**config.mk**
```make
export PLATFORM = sky130hd
export DESIGN_NAME = rpa_ctrl
export DESIGN_NICKNAME = d
export VERILOG_FILES = /design/src/design/refcounted_page_allocator_macros.svh /design/src/design/rpa_pkg.sv /design/src/design/rpa_ctrl.sv
export SDC_FILE = /design/constraint.sdc
export NUM_CORES = 1
export LEC_CHECK = 0
export BUFFER_PORTS_ARGS = -buffer_cell sky130_fd_sc_hd__buf_2
export CAP_MARGIN = 0
export CORE_AREA = 2 2 39 41
export DETAILED_ROUTE_END_ITERATION = 6
export DIE_AREA = 0 0 41 43
export PLACE_DENSITY = 0.36
export SLEW_MARGIN = 40
export SYNTH_ARGS = -nofsm -noshare
export SYNTH_HDL_FRONTEND = slang
export SYNTH_SLANG_ARGS = --single-unit
```
**constraint.sdc**
```tcl
create_clock -name i_clk -period 2.68 [get_ports i_clk]
set_clock_uncertainty 0.1 [all_clocks]
set_input_delay 0.402 -clock i_clk [delete_from_list [all_inputs] [get_ports i_clk]]
set_output_delay 0.402 -clock i_clk [all_outputs]
set_load 0.1 [all_outputs]
```
**src/design/refcounted_page_allocator_macros.svh**
```systemverilog
// ----------------------------------------------------------------------------
// Refcounted page allocator assertion macros
// Shared concurrent assertion helpers for the allocator RTL.
// ----------------------------------------------------------------------------
`ifndef REFCOUNTED_PAGE_ALLOCATOR_MACROS_SVH
`define REFCOUNTED_PAGE_ALLOCATOR_MACROS_SVH

// same-cycle implication
`define RPA_ASSERT_IMP(lbl, clk, rst_n, ante, cons) \
    lbl: assert property (@(posedge clk) disable iff (!rst_n) (ante) |-> (cons)) \
        else $error("refcounted page allocator assertion failed");

// next-cycle implication
`define RPA_ASSERT_NXT(lbl, clk, rst_n, ante, cons) \
    lbl: assert property (@(posedge clk) disable iff (!rst_n) (ante) |=> (cons)) \
        else $error("refcounted page allocator assertion failed");

`endif

```
**src/design/rpa_pkg.sv**
```systemverilog
// ----------------------------------------------------------------------------
// rpa_pkg
// Types and constants shared by the refcounted page allocator.
// ----------------------------------------------------------------------------
package rpa_pkg;

    localparam int ADDR_W    = 40;
    localparam int ACT_W     = 3;
    localparam int REF_W     = 8;
    localparam int STAT_W    = 2;
    localparam int CFG_IDX_W = 8;
    localparam int PG_SHIFT  = 12;
    localparam int PG_SIZE   = 4096;

    localparam logic [ACT_W-1:0] ACT_ALLOC = 3'd0;
    localparam logic [ACT_W-1:0] ACT_FREE  = 3'd1;
    localparam logic [ACT_W-1:0] ACT_ADD   = 3'd2;
    localparam logic [ACT_W-1:0] ACT_READ  = 3'd3;
    localparam logic [ACT_W-1:0] ACT_INIT  = 3'd4;

    localparam logic [STAT_W-1:0] STAT_OK       = 2'd0;
    localparam logic [STAT_W-1:0] STAT_OOM      = 2'd1;
    localparam logic [STAT_W-1:0] STAT_BAD_ADDR = 2'd2;
    localparam logic [STAT_W-1:0] STAT_OVERFLOW = 2'd3;

    localparam logic [CFG_IDX_W-1:0] REG_POOL_BASE = 8'd0;
    localparam logic [CFG_IDX_W-1:0] REG_POOL_TOP  = 8'd1;

    localparam logic [ADDR_W-1:0] POOL_BASE_RST = 40'h00_8000_0000;
    localparam logic [ADDR_W-1:0] POOL_TOP_RST  = 40'h00_8800_0000;

    localparam logic [REF_W-1:0] REF_MAX = 8'hFF;

    typedef struct packed {
        logic capture;
        logic lookup;
        logic walk_start;
        logic walk_step;
        logic mem_read;
        logic update;
    } t_dp_cmd;

    typedef struct packed {
        logic is_init;
        logic walk_done;
        logic out_free;
    } t_dp_sts;

endpackage

```
**src/design/rpa_ctrl.sv**
```systemverilog
// ----------------------------------------------------------------------------
// rpa_ctrl
// Sequencer: accept, lookup, memory read, update, and the initialize walk.
// ----------------------------------------------------------------------------
module rpa_ctrl import rpa_pkg::*; (
    input  logic    i_clk,
    input  logic    i_rst_n,
    input  logic    i_in_valid,
    output logic    o_in_ready,
    input  t_dp_sts i_sts,
    output t_dp_cmd o_cmd
);

    localparam logic [2:0] S_IDLE   = 3'd0;
    localparam logic [2:0] S_LOOKUP = 3'd1;
    localparam logic [2:0] S_READ   = 3'd2;
    localparam logic [2:0] S_UPDATE = 3'd3;
    localparam logic [2:0] S_WALK   = 3'd4;

    logic [2:0] r_state;
    logic [2:0] n_state;

    always_comb begin
        n_state    = r_state;
        o_cmd      = '0;
        o_in_ready = 1'b0;
        case (r_state)
            S_IDLE: begin
                o_in_ready = i_rst_n;
                if (i_in_valid && i_rst_n) begin
                    o_cmd.capture = 1'b1;
                    n_state       = S_LOOKUP;
                end
            end
            S_LOOKUP: begin
                o_cmd.lookup = 1'b1;
                if (i_sts.is_init) begin
                    o_cmd.walk_start = 1'b1;
                    n_state          = S_WALK;
                end else begin
                    n_state = S_READ;
                end
            end
            S_READ: begin
                o_cmd.mem_read = 1'b1;
                n_state        = S_UPDATE;
            end
            S_UPDATE: begin
                if (i_sts.out_free) begin
                    o_cmd.update = 1'b1;
                    n_state      = S_IDLE;
                end
            end
            S_WALK: begin
                o_cmd.walk_step = 1'b1;
                if (i_sts.walk_done) begin
                    n_state = S_UPDATE;
                end
            end
            default: begin
                n_state = S_IDLE;
            end
        endcase
    end

    always_ff @(posedge i_clk) begin
        if (!i_rst_n) begin
            r_state <= S_IDLE;
        end else begin
            r_state <= n_state;
        end
    end

endmodule

```
==> flow_metrics.env <==
export IMPL_grt_pass1_wl_um=745
export IMPL_worstPathArrival_ps=1590
export IMPL_finalCriticalPeriod_ps=2090
export IMPL_layout_common_cells="buf_2, nand2_1, nor2_1, clkbuf_4, dfxtp_1"
export IMPL_via_count=210
export IMPL_cts_htree_levels=1
export IMPL_rows=14
export IMPL_yosysWarnings=0
export IMPL_synth_top_area_frac=0.300
export IMPL_cts_path_max_buffers=2
export IMPL_synthXorXnorAreaFrac=0
export IMPL_path_class="flop to output pin"
export IMPL_tns_ps=0
export IMPL_synth_seq_area_share=0.300
export IMPL_gp_congestion=0.677
export IMPL_synth_top_family_by_area="simple AND/OR/NAND/NOR gates"
export IMPL_ys_ff_latch=3
export IMPL_muxShareOfSynthArea=0
export IMPL_tritoncts="built"
export IMPL_worstSetupEndpointType="output pin"
export IMPL_final_setup_viol_count=0
export IMPL_grt_usage=0.0692
export IMPL_grt_pass1_vias=186
export IMPL_drc_errors=0
export IMPL_synth_fa_ha_area_frac=0
export IMPL_dpl_cell_area_um2=292
export IMPL_synth_area_top_cells="dfxtp_1, nor3b_2, a21boi_1, nor4b_2, and2_1"
export IMPL_cts_resized=0
export IMPL_drv_cap=0
export IMPL_core_um2=1380
export IMPL_slew_violations=0
export IMPL_cts_inserted_buffers=3
export IMPL_setup_ws_ps=591
export IMPL_drive_gt1_frac=0.526
export IMPL_post_cts_setup_buffers=0
export IMPL_clk_pin_slew_ps=30
export IMPL_pwr_density_cell_nw_per_um2=724
export IMPL_regMostFlops="r_state"
export IMPL_antenna_found_initial=0
export IMPL_cp_required_ps=2180
export IMPL_clock_fmax_ghz=0.479
export IMPL_area_growth_pct=58.8
export IMPL_max_slew_margin=0.677
export IMPL_cts_hold_buf=0
export IMPL_wl_um=506
export IMPL_postRouteAntennaNets=0
export IMPL_design_area_um2=318
export IMPL_die_w_um=41
export IMPL_io_pins=13
export IMPL_worst_pin_slew_ps=488
export IMPL_root_buffer="clkbuf_4"
export IMPL_insertion_delay_ps=230
export IMPL_syn_area_um2=200
export IMPL_synthDistinctLibCells=14
export IMPL_die_area_um2=1760
export IMPL_crit_fanout=8
export IMPL_synth_compound_area_share=0.156
export IMPL_portBuffers=12
export IMPL_status="completed"
export IMPL_power_leakage_nw=0.153
export IMPL_syn_nets=29
export IMPL_min_period_over_period=0.780
export IMPL_post_synth_cell_area_avg_um2=8.70
export IMPL_reg_largest_list="r_state (3)"
export IMPL_hold_violations=0
export IMPL_start_util=0.145
export IMPL_pre_cts_ws_ps=821
export IMPL_avgRoutedWirePerCell_um=9.37
export IMPL_viasPerCell=3.89
export IMPL_worst_setup_path_start_kind="flop"
export IMPL_nets=45
export IMPL_dr_first_iter_drc_count=3
export IMPL_n_antenna_cell=0
export IMPL_die_h_um=43
export IMPL_first_pass_iters=2
export IMPL_peakVddDrop_uv=146
export IMPL_yosys_area_share_simple=0.488
export IMPL_synthCells=23
export IMPL_clkSinkCount=3
export IMPL_layout_commonest_cell="buf_2"
export IMPL_grt_max_degree=9
export IMPL_min_path_type="input port to flop"
export IMPL_largest_register_ffs=3
export IMPL_dpl_hpwl_um=396
export IMPL_holdWs_ps=329
export IMPL_grt_setup_unrepaired="no"
export IMPL_grt_overflow=0
export IMPL_yosys_area_top_type="dfxtp_1"
-- final timing paths --
check / startpoint / end / slack (ps) / cells after the start
hold / removal: i_in_valid / r_state[0]$_SDFFE_PN0P_ / 330 / 3
setup / recovery: r_state[0]$_SDFFE_PN0P_ / o_cmd[3] / 590 / 3
setup reg to reg: r_state[0]$_SDFFE_PN0P_ / r_state[0]$_SDFFE_PN0P_ / 1460 / 3
hold reg to reg: r_state[1]$_SDFFE_PN0P_ / r_state[2]$_SDFFE_PN0P_ / 580 / 1
-- metal layers --
metal | track usage | up-vias | share of wire
met5 | 0 | - | 0
met2 | 0.0750 | 8 | 0.47
met4 | 0.0800 | 0 | 0.034
li1 | - | 110 | -
met3 | 0.0314 | 2 | 0.040
met1 | 0.0865 | 90 | 0.45
-- stage by stage --
stage           util  power, mW  std cells
2_1_floorplan      -      0.139         23
3_3_place_gp   0.211      0.152         50
3_5_place_dp   0.211      0.152         50
4_1_cts        0.230      0.234         54
5_1_grt        0.230      0.243         54
6_report       0.230      0.230         54
-- cell type report --
type / count / area [µm²]
multi-input cells: 18 / 148
flip-flops and latches: 3 / 60.1
repair buffers: 12 / 60.1
clock buffers: 4 / 26.3
inverters: 1 / 3.75
fillers: 165 / 1070
well taps: 16 / 20.0
-- synthesized netlist by cell type, drive strengths merged --
library cell,number
nand2,3
and2,2
nand3b,1
a21boi,2
nor3b,2
nor2,3
nor4b,1
o31ai,1
dfxtp,3
and3b,1
a32oi,1
buf,1
nand2b,1
inv,1
-- critical path, stage by stage, from the launching register on --
cell     delay [ps]
dfxtp_1         510
nor3b_4         270
and2_2          160
buf_2           410
-- kinds of logic (layout without fill, tap and decap cells) --
group                  count (synthesis)  in the layout
DFF                                    3              3
buffers and inverters                  2             17
and+or+nand+nor                       14             14
AOI/OAI and AO/OA                      4              4
-- where the power goes --
group          total (mW)  switching, mW  internal, mW
logic              0.0923         0.0702        0.0220
registers          0.0582        0.00961        0.0486
clock network      0.0797         0.0239        0.0558
Note: power is estimated with default switching activity, not from simulation.
